==> src/design/bsd_pkg.sv <==
// ----------------------------------------------------------------------------
// bsd_pkg
// Shared constants and types of the byte stuffing deframer.
// ----------------------------------------------------------------------------
`default_nettype none

package bsd_pkg;

    localparam logic [7:0] FLAG_BYTE = 8'h7E;
    localparam logic [7:0] ESC_BYTE  = 8'h7D;
    localparam logic [7:0] ESC_XOR   = 8'h20;

    localparam int unsigned INDEX_W  = 7;
    localparam logic [INDEX_W-1:0] INDEX_MAX = '1;

    // One decoded payload byte with its position and end mark.
    typedef struct packed {
        logic [7:0]         data_byte;
        logic [INDEX_W-1:0] byte_index;
        logic               end_of_packet;
    } t_result;

endpackage

`default_nettype wire

==> src/design/bsd_in_stage.sv <==
// ----------------------------------------------------------------------------
// bsd_in_stage
// Input register that holds one received byte until the decoder takes it.
// ----------------------------------------------------------------------------
`default_nettype none

module bsd_in_stage (
    input  wire logic       i_clk,
    input  wire logic       i_rst_n,
    input  wire logic       i_valid,
    output logic            o_ready,
    input  wire logic [7:0] i_byte,
    input  wire logic       i_advance,
    output logic            o_valid,
    output logic [7:0]      o_byte
);

    logic       r_valid;
    logic [7:0] r_byte;

    // The register frees up in the same cycle that its item moves on.
    assign o_ready = !r_valid || i_advance;
    assign o_valid = r_valid;
    assign o_byte  = r_byte;

    always_ff @(posedge i_clk) begin
        if (!i_rst_n) begin
            r_valid <= 1'b0;
        end else if (i_valid && o_ready) begin
            r_valid <= 1'b1;
        end else if (i_advance) begin
            r_valid <= 1'b0;
        end
    end

    always_ff @(posedge i_clk) begin
        if (i_valid && o_ready) begin
            r_byte <= i_byte;
        end
    end

endmodule

`default_nettype wire

==> src/design/bsd_step.sv <==
// ----------------------------------------------------------------------------
// bsd_step
// Frame state and the flag, escape and count decision for one byte.
// ----------------------------------------------------------------------------
`default_nettype none

module bsd_step #(
    parameter int unsigned PACKET_BYTES = 32
) (
    input  wire logic       i_clk,
    input  wire logic       i_rst_n,
    input  wire logic       i_advance,
    input  wire logic [7:0] i_byte,
    output logic            o_emit,
    output bsd_pkg::t_result o_result
);

    localparam logic [bsd_pkg::INDEX_W:0] PKT_LEN = (bsd_pkg::INDEX_W+1)'(PACKET_BYTES);

    logic                        r_in_frame;
    logic                        r_escape;
    logic [bsd_pkg::INDEX_W-1:0] r_count;

    logic                        n_in_frame;
    logic                        n_escape;
    logic [bsd_pkg::INDEX_W-1:0] n_count;
    logic                        last;

    assign last = ({1'b0, r_count} + 1'b1 >= PKT_LEN) || (r_count == bsd_pkg::INDEX_MAX);

    always_comb begin
        n_in_frame = r_in_frame;
        n_escape   = r_escape;
        n_count    = r_count;
        o_emit     = 1'b0;
        o_result.data_byte     = i_byte;
        o_result.byte_index    = r_count;
        o_result.end_of_packet = last;
        // An escaped byte is never checked for a flag.
        priority if (r_escape) begin
            n_escape = 1'b0;
            o_result.data_byte = i_byte ^ bsd_pkg::ESC_XOR;
            o_emit = 1'b1;
        end else if (i_byte == bsd_pkg::FLAG_BYTE) begin
            n_in_frame = 1'b1;
            n_count    = '0;
        end else if (!r_in_frame) begin
            n_in_frame = 1'b0;
        end else if (i_byte == bsd_pkg::ESC_BYTE) begin
            n_escape = 1'b1;
        end else begin
            o_emit = 1'b1;
        end
        if (o_emit) begin
            if (last) begin
                n_in_frame = 1'b0;
                n_count    = '0;
            end else begin
                n_count = r_count + 1'b1;
            end
        end
    end

    always_ff @(posedge i_clk) begin
        if (!i_rst_n) begin
            r_in_frame <= 1'b0;
            r_escape   <= 1'b0;
            r_count    <= '0;
        end else if (i_advance) begin
            r_in_frame <= n_in_frame;
            r_escape   <= n_escape;
            r_count    <= n_count;
        end
    end

endmodule

`default_nettype wire

==> src/design/bsd_out_reg.sv <==
// ----------------------------------------------------------------------------
// bsd_out_reg
// Result register that holds one decoded item until the sink takes it.
// ----------------------------------------------------------------------------
`default_nettype none

module bsd_out_reg (
    input  wire logic             i_clk,
    input  wire logic             i_rst_n,
    input  wire logic             i_load,
    input  wire bsd_pkg::t_result i_result,
    output logic                  o_space,
    output logic                  o_valid,
    input  wire logic             i_ready,
    output bsd_pkg::t_result      o_result
);

    logic             r_valid;
    bsd_pkg::t_result r_result;

    assign o_space  = !r_valid || i_ready;
    assign o_valid  = r_valid;
    assign o_result = r_result;

    always_ff @(posedge i_clk) begin
        if (!i_rst_n) begin
            r_valid <= 1'b0;
        end else if (i_load) begin
            r_valid <= 1'b1;
        end else if (i_ready) begin
            r_valid <= 1'b0;
        end
    end

    always_ff @(posedge i_clk) begin
        if (i_load) begin
            r_result <= i_result;
        end
    end

endmodule

`default_nettype wire

==> src/design/byte_stuffing_deframer_rx.sv <==
// ----------------------------------------------------------------------------
// byte_stuffing_deframer_rx
// Receive side deframer for flag and escape byte stuffed packets.
// ----------------------------------------------------------------------------
// The block takes one received byte per item and delivers the unescaped
// payload bytes of each packet, each with its index from zero and an end
// mark on the last byte. A 0x7E flag starts a new frame and yields nothing.
// Inside a frame, 0x7D yields nothing and marks the next byte, which is
// XORed with 0x20 and delivered even if it is a flag. After PACKET_BYTES
// bytes (1 to 128) the packet ends and the block hunts for the next flag;
// bytes outside a frame are dropped. One item is accepted every cycle
// unless a result waits for room in the result register: a byte goes
// through an input register, the combinational flag and escape decision
// and a result register. The result register frees up in the cycle its
// item is taken, so a stalled sink stalls the input only when both
// registers are full.
// ----------------------------------------------------------------------------
`default_nettype none

module byte_stuffing_deframer_rx #(
    parameter int unsigned PACKET_BYTES = 32
) (
    input  wire logic       i_clk,
    input  wire logic       i_rst_n,
    input  wire logic       i_valid,
    output logic            o_ready,
    input  wire logic [7:0] i_rx_byte,
    output logic            o_valid,
    input  wire logic       i_ready,
    output logic [7:0]      o_data_byte,
    output logic [6:0]      o_byte_index,
    output logic            o_end_of_packet
);

    logic             stage_valid;
    logic [7:0]       stage_byte;
    logic             advance;
    logic             emit;
    logic             out_space;
    bsd_pkg::t_result step_result;
    bsd_pkg::t_result out_result;

    // A byte that yields nothing moves on at once; one that yields a result
    // waits for room in the result register.
    assign advance = stage_valid && (!emit || out_space);

    bsd_in_stage u_in_stage (
        .i_clk     (i_clk),
        .i_rst_n   (i_rst_n),
        .i_valid   (i_valid),
        .o_ready   (o_ready),
        .i_byte    (i_rx_byte),
        .i_advance (advance),
        .o_valid   (stage_valid),
        .o_byte    (stage_byte)
    );

    bsd_step #(
        .PACKET_BYTES (PACKET_BYTES)
    ) u_step (
        .i_clk     (i_clk),
        .i_rst_n   (i_rst_n),
        .i_advance (advance),
        .i_byte    (stage_byte),
        .o_emit    (emit),
        .o_result  (step_result)
    );

    bsd_out_reg u_out_reg (
        .i_clk    (i_clk),
        .i_rst_n  (i_rst_n),
        .i_load   (advance && emit),
        .i_result (step_result),
        .o_space  (out_space),
        .o_valid  (o_valid),
        .i_ready  (i_ready),
        .o_result (out_result)
    );

    assign o_data_byte     = out_result.data_byte;
    assign o_byte_index    = out_result.byte_index;
    assign o_end_of_packet = out_result.end_of_packet;

endmodule

`default_nettype wire

==> config.mk <==
export PLATFORM = sky130hd
export DESIGN_NAME = byte_stuffing_deframer_rx
export DESIGN_NICKNAME = d
export VERILOG_FILES = /design/src/design/bsd_pkg.sv /design/src/design/bsd_in_stage.sv /design/src/design/bsd_step.sv /design/src/design/bsd_out_reg.sv /design/src/design/byte_stuffing_deframer_rx.sv
export SDC_FILE = /design/constraint.sdc
export NUM_CORES = 1
export LEC_CHECK = 0
export BUFFER_PORTS_ARGS = -buffer_cell sky130_fd_sc_hd__buf_2
export CAP_MARGIN = 20
export CORE_UTILIZATION = 35
export CTS_CLUSTER_DIAMETER = 50
export DETAILED_ROUTE_END_ITERATION = 8
export HOLD_SLACK_MARGIN = 0.12
export PLACE_DENSITY = 0.66
export SLEW_MARGIN = 10
export SYNTH_ARGS = -nofsm -noshare
export SYNTH_HDL_FRONTEND = slang
export SYNTH_SLANG_ARGS = --single-unit
export TNS_END_PERCENT = 100
==> constraint.sdc <==
create_clock -name i_clk -period 2.8 [get_ports i_clk]
set_input_delay 0.56 -clock i_clk [delete_from_list [all_inputs] [get_ports i_clk]]
set_output_delay 0.56 -clock i_clk [all_outputs]
set_load 0.01 [all_outputs]
# After elaboration in Yosys (flattened, before gate mapping)
# Cells that the tools add are included.
# word_totals
ff_bits	35
in_bits	12
out_inout_bits	18
elab_cells	53
# op_classes
n_addsub	2
mux	22
n_bitwise	1
reduce_logical	14
magnitude_cmp	1
eq_ne	4
# ops
cell	count
$mux 7	4
$mux 1	17
$eq 8x7->1 const B	2
$add 7x1->8 const B	1
$ge 8x6->1 const B	1
$add 7x1->7 const B	1
$eq 7x7->1 const B	1
$mux 6	1
$reduce_bool 2->1	3
$logic_or 1x1->1	4
$logic_and 1x1->1	3
$logic_not 1->1	3
$reduce_and 3->1	1
$ne 2x2->1 const B	1
$not 1->1	1

# Longest topological paths before layout
# Gate-level depths: netlist of run 1.
# depth
word_depth	11
mapped_depth	6
ltp_nobuf	5

# Modules after synthesis
# From an unflattened synthesis of run 1, not the netlist that was laid out.
# unflattened
hier_cells	104
area_unflattened_um2	1436.4
# modules_own_cells
module	cells_each	seq_area_each_um2	n_inst	area_per_inst_um2
bsd_step	68	180.2	1	590.6
bsd_out_reg	20	500.5	1	529.3
bsd_in_stage	13	260.2	1	297.8
byte_stuffing_deframer_rx	3	0.0	1	18.8

# Worst setup path after synthesis of run 1
# No wires, ideal clock.
# synth_timing
path_kind	register -> register
startpoint	register u_in_stage.r_byte[0], in the netlist u_in_stage.o_byte[0]
endpoint	register u_out_reg.r_result, in the netlist u_out_reg.o_result[0], enable pin
required_ns	2.384
arrival_ns	2.081
setup_ns	0.416
synth_period_minus_slack_ns	2.497
path_buffers	0
path_slack_ns	0.303
path_stages_with_launch	4
cell_sequence	edfxtp_1 -> xnor2_1 -> nor4_4 -> nor3_1
# synth_via
elab_chain_len	9
word_cells_on_any_way	10
classes_between	eq/ne: 2; mux: 4; reduce/logical: 4
# synth_lines
item	line	rtl
start, declared	bsd_in_stage.sv:19	logic [7:0] r_byte;
start signal, assigned	bsd_in_stage.sv:38	r_byte <= i_byte;
$eq 8x7->1	bsd_step.sv:49	end else if (i_byte == bsd_pkg::ESC_BYTE) begin
$mux 1	bsd_step.sv:49	
$mux 1	bsd_step.sv:47	end else if (!r_in_frame) begin
$mux 1 (*)	bsd_step.sv:44	end else if (i_byte == bsd_pkg::FLAG_BYTE) begin
$mux 1 (*)	bsd_step.sv:40	priority if (r_escape) begin
$logic_not 1->1	byte_stuffing_deframer_rx.sv:45	assign advance = stage_valid && (!emit || out_space);
$logic_or 1x1->1	byte_stuffing_deframer_rx.sv:45	
$logic_and 1x1->1	byte_stuffing_deframer_rx.sv:45	
$logic_and 1x1->1 (*)	byte_stuffing_deframer_rx.sv:72	.i_load (advance && emit),
net u_out_reg.i_load	bsd_out_reg.sv:10	input wire logic i_load,
end signal, assigned	bsd_out_reg.sv:37	r_result <= i_result;
end, declared	bsd_out_reg.sv:19	bsd_pkg::t_result r_result;
# The timed path passes the listed nets; every way through them passes the cells marked *.
# A chain may end at the register's enable or synchronous reset.

# Worst setup path in the final report of run 1
# layout_timing
startpoint	register u_in_stage.r_byte[0], in the netlist u_in_stage.o_byte[0]
endpoint	output port o_ready
# layout_via
elab_chain_len	9
word_cells_on_any_way	10
classes_between	eq/ne: 2; mux: 4; reduce/logical: 4
# layout_lines
item	line	rtl
$eq 8x7->1	bsd_step.sv:49	
$mux 1	bsd_step.sv:49	
$mux 1	bsd_step.sv:47	
$mux 1 (*)	bsd_step.sv:44	
$mux 1 (*)	bsd_step.sv:40	
$logic_not 1->1 (*)	byte_stuffing_deframer_rx.sv:45	
$logic_or 1x1->1 (*)	byte_stuffing_deframer_rx.sv:45	
$logic_and 1x1->1 (*)	byte_stuffing_deframer_rx.sv:45	
$logic_or 1x1->1 (*)	bsd_in_stage.sv:22	assign o_ready = !r_valid || i_advance;
end, declared	byte_stuffing_deframer_rx.sv:26	output logic o_ready,
# Mark *: on every way between the ends. The rest lies on a longest branch, timed or not.

==> flow_summary.ini, run 1 <==
[worst_setup_path]
cpPeakStageDelay_ns = 0.47
cp.required_ns = 2.24
crit_slowest_cell = edfxtp_1
worstSetupEndpointType = output pin
crit_buf_inv = 1
critPathKind = flip-flop to output pin
worstSetupPathDepth = 5
startpoint_type = flip-flop
crit_arrival_ns = 1.70
crit_family = simple AND/OR/NAND/NOR gates
rr_worst_depth = 4
crit_fanout = 6
r2r-start = u_in_stage.o_byte[1]
path_cells = xnor2_1 -> nor4_4 -> nor3_1 -> nand2_1 -> buf_2
startpoint = u_in_stage.o_byte[0]

[placed_design]
place_inst = 169
dpl_cell_area_sq_um = 1536
place.gp.congestion = 0.8283
hpwl_um = 1592
io_buffers = 29

[run]
drv_cap = 0

[global_route]
grt_pass1_vias = 822
grt_pass1_wl_um = 3505
groute.usage.overall = 0.1176
grt_overflow = 0
antenna_found_initial = 0
grt_max_degree = 12

[clock_network]
htreeDepth = 2
cts_resized = 0
cts_setup_buffers = 0
clkSinkCount = 35
clkSlewWorstSetupHoldPaths_ns = 0.07
clock_latency_ns = 0.28
cts_buffers = 5
cts_root_buf = clkbuf_8
cts.path.max_buffers = 2
cts_tree = done
ctsHoldBuffers = 0

[synth]
synth_ff_type = edfxtp_1
synth_top_family_by_area = simple AND/OR/NAND/NOR gates
syn_inst = 93
yosysSeqAreaShare = 0.7135
syn_avg_cell_area_sq_um = 14.18
syn-num-nets = 106
ys_ff_latch = 35
synth_edf_count = 24
synth_fa_ha_area_frac = 0.009488
synthXorXnorAreaFrac = 0.01992
yosysTopAreaCell = edfxtp_1
synthMuxAreaShare = 0.008539
ys_warn_count = 0
yosysUniqueCellTypes = 32
synth_simple_gate_area_frac = 0.1281
async_flop_share = 0
synth_area_leaders = edfxtp_1, dfxtp_1, a32o_1, nand2_1, inv_1
yosysTopAreaCellShare = 0.5465
syn_area_sq_um = 1319
synth_compound_area_frac = 0.09962

[detailed_routing]
wl_um = 2135
wl_per_cell_um = 12.06
drt_iter0_markers = 23
num_vias = 865
drt-pass1-iter-count = 4
vias_per_cell = 4.887
drc_errors = 0
antenna_left = 0

[cells_and_area]
multi_input_area_sq_um = 355.3
drive_gt1_frac = 0.3206
final_cells = 177
nFillCells = 328
diodes = 0
layout_commonest_cell = buf_2
mostFrequentLayoutCells = buf_2, edfxtp_1, dfxtp_1
area_delta_synth_final_pct = 23.43
nNetsFinal = 143
design_area_sq_um = 1628
seq_area_sq_um = 940.9

[timing]
fmax_mhz = 442.5
post-route-period-util = 0.8070
worst_pin_slew_ns = 0.7437
rsz0062_at_grt = false
setup_violations = 0
fin_setup_tns_ns = 0
slew_headroom = 0.4996
slew_violations = 0
hold_viol = 0
fin_skew_ns = 0.005990
min_period_ns = 2.260

[min_path]
min-delay-start = i_rx_byte[2]
holdPathStages = 1
min_path_type = input pin to flip-flop

[pwr]
clkPwrFrac = 0.381
switching_share = 0.1933
internal_power_mw = 0.7669
p_sw_mw = 0.1838
p_per_area_nw_per_um2 = 584.0
cellLeakagePower_nw = 0.6485
irDropWorstVdd_v = 0.0002620
p_seq_frac = 0.594
share_comb_of_total_power = 0.025

[floorplanning]
dieHeight_um = 63.39
start_util = 0.3802
num_io_pins = 30
dieArea_sq_um = 4018
core_sq_um = 3468
die_w_um = 63.39
placementRows = 21

[status]
status = finished clean
cell usage after synthesis (3+ instances only):
master / instances
dfxtp_1: 11
and2_1: 3
nor3_1: 3
edfxtp_1: 24
a21oi_1: 4
nand2_1: 7
nor2_1: 5
a32o_1: 3
inv_1: 6
path summary, 6_finish.rpt:
kind	endpoint	slack, ns
setup / recovery	o_ready	0.54
hold / removal	u_in_stage.o_byte[2]	0.45
setup reg to reg	u_in_stage.o_byte[3]	0.79
hold reg to reg	u_out_reg.o_result[15]	0.45
power by group through the flow:
| stage | clock [mW] | combinational [mW] | sequential (mW) |
|---|---|---|---|
| floorplan | 0 | 0.0128 | 0.574 |
| global placement | 0 | 0.0228 | 0.575 |
| detailed placement | 0 | 0.0239 | 0.576 |
| CTS | 0.375 | 0.0239 | 0.565 |
| global route | 0.399 | 0.0259 | 0.565 |
| finish | 0.362 | 0.0238 | 0.565 |
sequential cells by signal, indices dropped and copies added, names as in the netlist:
register	count
u_out_reg.o_result	16
u_in_stage.o_byte	8
u_step.r_count	7
u_in_stage.o_valid	1
u_out_reg.o_valid	1
u_step.r_escape	1
u_step.r_in_frame	1
per-layer routing:
metal	up-vias	routed length, um	GRT usage
li1	419	-	-
met1	412	958	0.1319
met2	30	1008	0.1875
met3	4	123	0.03804
met4	0	45	0.08239
met5	-	0	0
cells by family after synthesis:
family	count (synthesis)
xor+xnor	3
flops	35
mux	1
compound gates	17
fa+ha+maj	1
simple gates	29
buf+inv	7
layout make-up:
cell class	count	share of cell area
Sequential cell	35	0.5780
Multi-Input combinational cell	51	0.2183
Timing Repair Buffer	31	0.09839
Clock buffer	7	0.05304
Tap cell	46	0.03536
Inverter	6	0.01384
Clock inverter	1	0.003075
per-stage QoR:
step | power, mW | utilization | hold WS [ns] | worst slack [ns]
2_1_floorplan | 0.5870 | - | 0.4168 | 0.3028
3_3_place_gp | 0.5980 | 0.4430 | 0.4228 | 0.8343
3_5_place_dp | 0.6000 | 0.4430 | 0.4330 | 0.7865
4_1_cts | 0.9639 | 0.4693 | 0.4373 | 0.5334
5_1_grt | 0.9898 | 0.4693 | 0.4332 | 0.3896
6_report | 0.9506 | 0.4693 | 0.4483 | 0.5403
No activity file was read; power rests on OpenSTA's default activity.
==> run 2: changes to the inputs <==
--- a/config.mk
+++ b/config.mk
@@ -5,6 +5,7 @@
 export SDC_FILE = /design/constraint.sdc
 export NUM_CORES = 1
 export LEC_CHECK = 0
+export ABC_AREA = 1
 export BUFFER_PORTS_ARGS = -buffer_cell sky130_fd_sc_hd__buf_2
 export CAP_MARGIN = 20
 export CORE_UTILIZATION = 35
==> constraint.sdc (replaced) <==
create_clock -name i_clk -period 2.35 [get_ports i_clk]
set_input_delay 0.47 -clock i_clk [delete_from_list [all_inputs] [get_ports i_clk]]
set_output_delay 0.47 -clock i_clk [all_outputs]
set_load 0.01 [all_outputs]
==> flow_summary.ini, run 2 <==
[timing]
slew_headroom = 0.8102
slew_violations = 0
hold_slack_ns = 0.3674
setup_violations = 0
fin_skew_ns = 0.005376
min_period_ns = 1.902
hold_viol = 0
fin_setup_tns_ns = 0
worst_pin_slew_ns = 0.2844
rsz0062_at_grt = false
post-route-period-util = 0.8093
fmax_mhz = 525.8
worst_slack_ns = 0.4481

[pwr]
clkPwrFrac = 0.396
cellLeakagePower_nw = 0.6572
p_per_area_nw_per_um2 = 688.5
fin_total_pwr_mw = 1.146
internal_power_mw = 0.9417
share_comb_of_total_power = 0.018
switching_share = 0.1780
irDropWorstVdd_v = 0.0003425
p_sw_mw = 0.2040
p_seq_frac = 0.586

[worst_setup_path]
r2r_slack_ns = 0.70
cp.required_ns = 1.88
r2r-start = u_in_stage.o_byte[0]
rr_worst_depth = 9
crit_fanout = 3
crit_arrival_ns = 1.43
crit_slowest_cell = edfxtp_1
worstSetupEndpointType = output pin
critPathKind = flip-flop to output pin
path_cells = inv_1 -> nand2_1 -> nor2_1 -> nand2_1 -> nand3_1 -> nand2_2 -> nand3_1 -> buf_2
r2r_end = u_in_stage.o_byte[6]
startpoint_type = flip-flop
cpPeakStageDelay_ns = 0.42

[cells_and_area]
diodes = 0
layout_commonest_cell = buf_2
multi_input_area_sq_um = 345.3
mostFrequentLayoutCells = buf_2, nand2_1, edfxtp_1
final_cells = 205
drive_gt1_frac = 0.2866
seq_area_sq_um = 940.9
nNetsFinal = 169
nFillCells = 339
area_delta_synth_final_pct = 22.47
largest_reg_flops = 16

[global_route]
antenna_found_initial = 0
grt_pass1_vias = 851
groute.usage.overall = 0.1150
grt_max_degree = 22
grt_pass1_wl_um = 3553
grt_overflow = 0

[min_path]
min_path_type = input pin to flip-flop
min_to = u_in_stage.o_byte[0]
min-delay-start = i_rx_byte[0]
holdPathStages = 1

[synth]
synth_edf_count = 24
synth_ff_type = edfxtp_1
syn-num-nets = 133
yosysTopAreaCell = edfxtp_1
ys_ff_latch = 35
syn_area_sq_um = 1359
synth_area_leaders = edfxtp_1, dfxtp_1, nand2_1, inv_1, nand3_1
syn_inst = 120
async_flop_share = 0
ys_warn_count = 0
yosysSeqAreaShare = 0.6924
syn_avg_cell_area_sq_um = 11.32
yosysTopAreaCellShare = 0.5304
ys_top_cells_by_count = edfxtp_1, nand2_1, inv_1
yosysUniqueCellTypes = 16

[detailed_routing]
drt-pass1-iter-count = 4
wl_um = 2071
drc_errors = 0
vias_per_cell = 4.298
num_vias = 881
wl_per_cell_um = 10.10
antenna_left = 0
drt_iter0_markers = 13

[floorplanning]
dieArea_sq_um = 4136
start_util = 0.3684
num_io_pins = 30
dieHeight_um = 64.31
core_sq_um = 3689
die_w_um = 64.31
placementRows = 22

[placed_design]
place_ws_ns = 0.6978
hpwl_um = 1536
place_inst = 197
io_buffers = 29
place.gp.congestion = 0.7023

[clock_network]
clkSinkCount = 35
clock_latency_ns = 0.27
cts.path.max_buffers = 2
cts_resized = 0
clkSlewWorstSetupHoldPaths_ns = 0.06
cts_tree = done
htreeDepth = 2
ctsHoldBuffers = 0
cts_setup_buffers = 0
cts_buffers = 5
cts_root_buf = clkbuf_8

[status]
status = finished clean

[run]
drv_cap = 0
[run 2: cell families (layout without fill, tap and decap cells)]
group	after synthesis	after routing	synth area share
xor gates and xnor gates	4	4	0.02579
buffers and inverters	18	55	0.05341
DFF	35	35	0.6924
AOI/OAI and AO/OA	8	8	0.02947
adders and majority gates	1	1	0.009207
and+or+nand+nor	54	54	0.1897
[run 2: critical path: cells and delay by family (launching register included)]
| kind | cells | cell delay [ns] |
|---|---|---|
| AND/OR/NAND/NOR | 6 | 0.53 |
| flip-flops | 1 | 0.42 |
| buffers and inverters | 2 | 0.21 |
[run 2: metrics by stage]
stage | instance area, sq um | utilization
after detailed placement | 1564 | 0.4240
after CTS | 1664 | 0.4512
after global placement | 1564 | 0.4240
after global routing | 1664 | 0.4512
after floorplan | 1359 | -
final | 1664 | 0.4512
[run 2: routing by layer]
metal,part of all wire,track usage
met5,0,0
met3,0.058,0.03750
met2,0.47,0.1829
met1,0.44,0.1314
met4,0.026,0.07500
[run 2: how the worst max path moves through the flow]
stage               slack (ns)                  from  cells after the start              endpoint
floorplan                 0.77  u_in_stage.o_byte[7]                      9  u_in_stage.o_byte[0]
global placement          0.74  u_in_stage.o_byte[7]                      9  u_in_stage.o_byte[6]
detailed placement        0.70  u_in_stage.o_byte[7]                      9  u_in_stage.o_byte[3]
CTS                       0.43  u_in_stage.o_byte[7]                      8               o_ready
global route              0.25  u_in_stage.o_byte[7]                      8               o_ready
finish                    0.45  u_in_stage.o_byte[0]                      8               o_ready
[run 2: power by group through the flow]
stage,clock network [mW],registers (mW),logic (mW)
after CTS,0.463,0.672,0.0210
after floorplan,0,0.683,0.00944
after global placement,0,0.684,0.0205
final,0.453,0.672,0.0208
after detailed placement,0,0.685,0.0209
after global routing,0.490,0.673,0.0241
[run 2: final cells by class]
| type | count | share of cell area |
|---|---|---|
| flip-flops and latches | 35 | 0.5654 |
| well taps | 48 | 0.03609 |
| inverters | 18 | 0.04361 |
| multi-input cells | 67 | 0.2075 |
| repair buffers | 29 | 0.08722 |
| clock buffers | 8 | 0.06015 |
==> run 3: changes to the inputs <==
==> constraint.sdc (replaced) <==
create_clock -name i_clk -period 1.89 [get_ports i_clk]
set_input_delay 0.378 -clock i_clk [delete_from_list [all_inputs] [get_ports i_clk]]
set_output_delay 0.378 -clock i_clk [all_outputs]
set_load 0.01 [all_outputs]
==> flow_summary.ini, run 3 (synthesized netlist as in run 2, its figures left out) <==
[status]
status = finished clean

[cells_and_area]
mostFrequentLayoutCells = buf_2, edfxtp_1, nand2_1
area_delta_synth_final_pct = 23.39
layout_commonest_cell = buf_2
final_cells = 206
nFillCells = 366
final_util = 0.4545
nNetsFinal = 170
design_area_sq_um = 1677
drive_gt1_frac = 0.3165
largest_reg_flops = 16
diodes = 0

[timing]
worst_pin_slew_ns = 0.2922
hold_viol = 0
hold_slack_ns = 0.2747
fmax_mhz = 554.0
slew_headroom = 0.8050
slew_violations = 0
setup_violations = 0
fin_setup_tns_ns = 0
fin_skew_ns = 0.006810
min_period_ns = 1.805
worst_slack_ns = 0.08498
post-route-period-util = 0.9550

[pwr]
p_seq_frac = 0.610
fin_total_pwr_mw = 1.370
p_per_area_nw_per_um2 = 817.0
share_comb_of_total_power = 0.022
clkPwrFrac = 0.368
internal_power_mw = 1.102
p_sw_mw = 0.2677
switching_share = 0.1954
cellLeakagePower_nw = 0.6522
irDropWorstVdd_v = 0.0004573

[clock_network]
cts.path.max_buffers = 2
clkSinkCount = 35
cts_root_buf = clkbuf_8
clock_latency_ns = 0.28
cts_tree = done
htreeDepth = 2
clkSlewWorstSetupHoldPaths_ns = 0.06
cts_buffers = 5
ctsHoldBuffers = 0

[placed_design]
place_ws_ns = 0.1765
hpwl_um = 1626
io_buffers = 29
place_inst = 197
dpl_cell_area_sq_um = 1564
place.gp.congestion = 0.7437

[detailed_routing]
num_vias = 901
antenna_left = 0
drt-pass1-iter-count = 4
drt_iter0_markers = 23
wl_um = 2310
drc_errors = 0
wl_per_cell_um = 11.21
vias_per_cell = 4.374

[floorplanning]
dieHeight_um = 64.31
die_w_um = 64.31
start_util = 0.3684
num_io_pins = 30
core_sq_um = 3689
placementRows = 22
dieArea_sq_um = 4136

[worst_setup_path]
startpoint_type = flip-flop
cp.required_ns = 1.51
crit_fanout = 3
critPathKind = flip-flop to output pin
worstSetupEndpointType = output pin
crit_arrival_ns = 1.43

[global_route]
grt_max_degree = 22
antenna_found_initial = 0
grt_overflow = 0
grt_pass1_vias = 824
grt_pass1_wl_um = 3753
groute.usage.overall = 0.1245

[run]
drv_cap = 0

[min_path]
min_path_type = input pin to flip-flop
run 3: final timing paths:
check | endpoint | cells after the start | slack (ns) | start
worst max register to register | u_in_stage.o_byte[7] | 9 | 0.25 | u_in_stage.o_byte[7]
worst min-delay path | u_in_stage.o_byte[3] | 1 | 0.27 | i_rx_byte[3]
worst min register to register | u_out_reg.o_result[14] | 0 | 0.45 | u_in_stage.o_byte[6]
worst max-delay path | o_ready | 7 | 0.08 | u_in_stage.o_byte[4]
run 3: worst max-delay path, stage by stage, from the launching register on:
cell and delay, ns:
edfxtp_1 0.43, nand2_1 0.13, nor2_4 0.05, nand2_2 0.08
nand3_2 0.10, nand2_2 0.11, nand3_2 0.10, buf_2 0.16
run 3: power groups by stage:
stage                     clock network, mW  registers (mW)  logic (mW)
after floorplan                           0           0.849      0.0117
after global placement                    0           0.851      0.0256
after detailed placement                  0           0.852      0.0265
after CTS                             0.512           0.835      0.0266
after global routing                  0.553           0.836      0.0342
final                                 0.504           0.835      0.0302
run 3: repair_timing:
item                       in CTS  in global routing
hold endpoints to repair        0                  0
gates resized for setup         0                  7
setup endpoints to repair       0                  9
buffers inserted                0                  1
run 3: metal layers:
layer  track usage  share of wire
met3       0.05000          0.052
met1        0.1451           0.44
met5             0              0
met4       0.08333          0.028
met2        0.1868           0.48
run 3: final cells by class:
class / count / area, sq um / area share
repair buffers: 30 / 152.6 / 0.09104
clock buffers: 8 / 80.08 / 0.04776
flip-flops and latches: 35 / 940.9 / 0.5612
multi-input cells: 67 / 370.4 / 0.2209
inverters: 18 / 72.57 / 0.04328
well taps: 48 / 60.06 / 0.03582
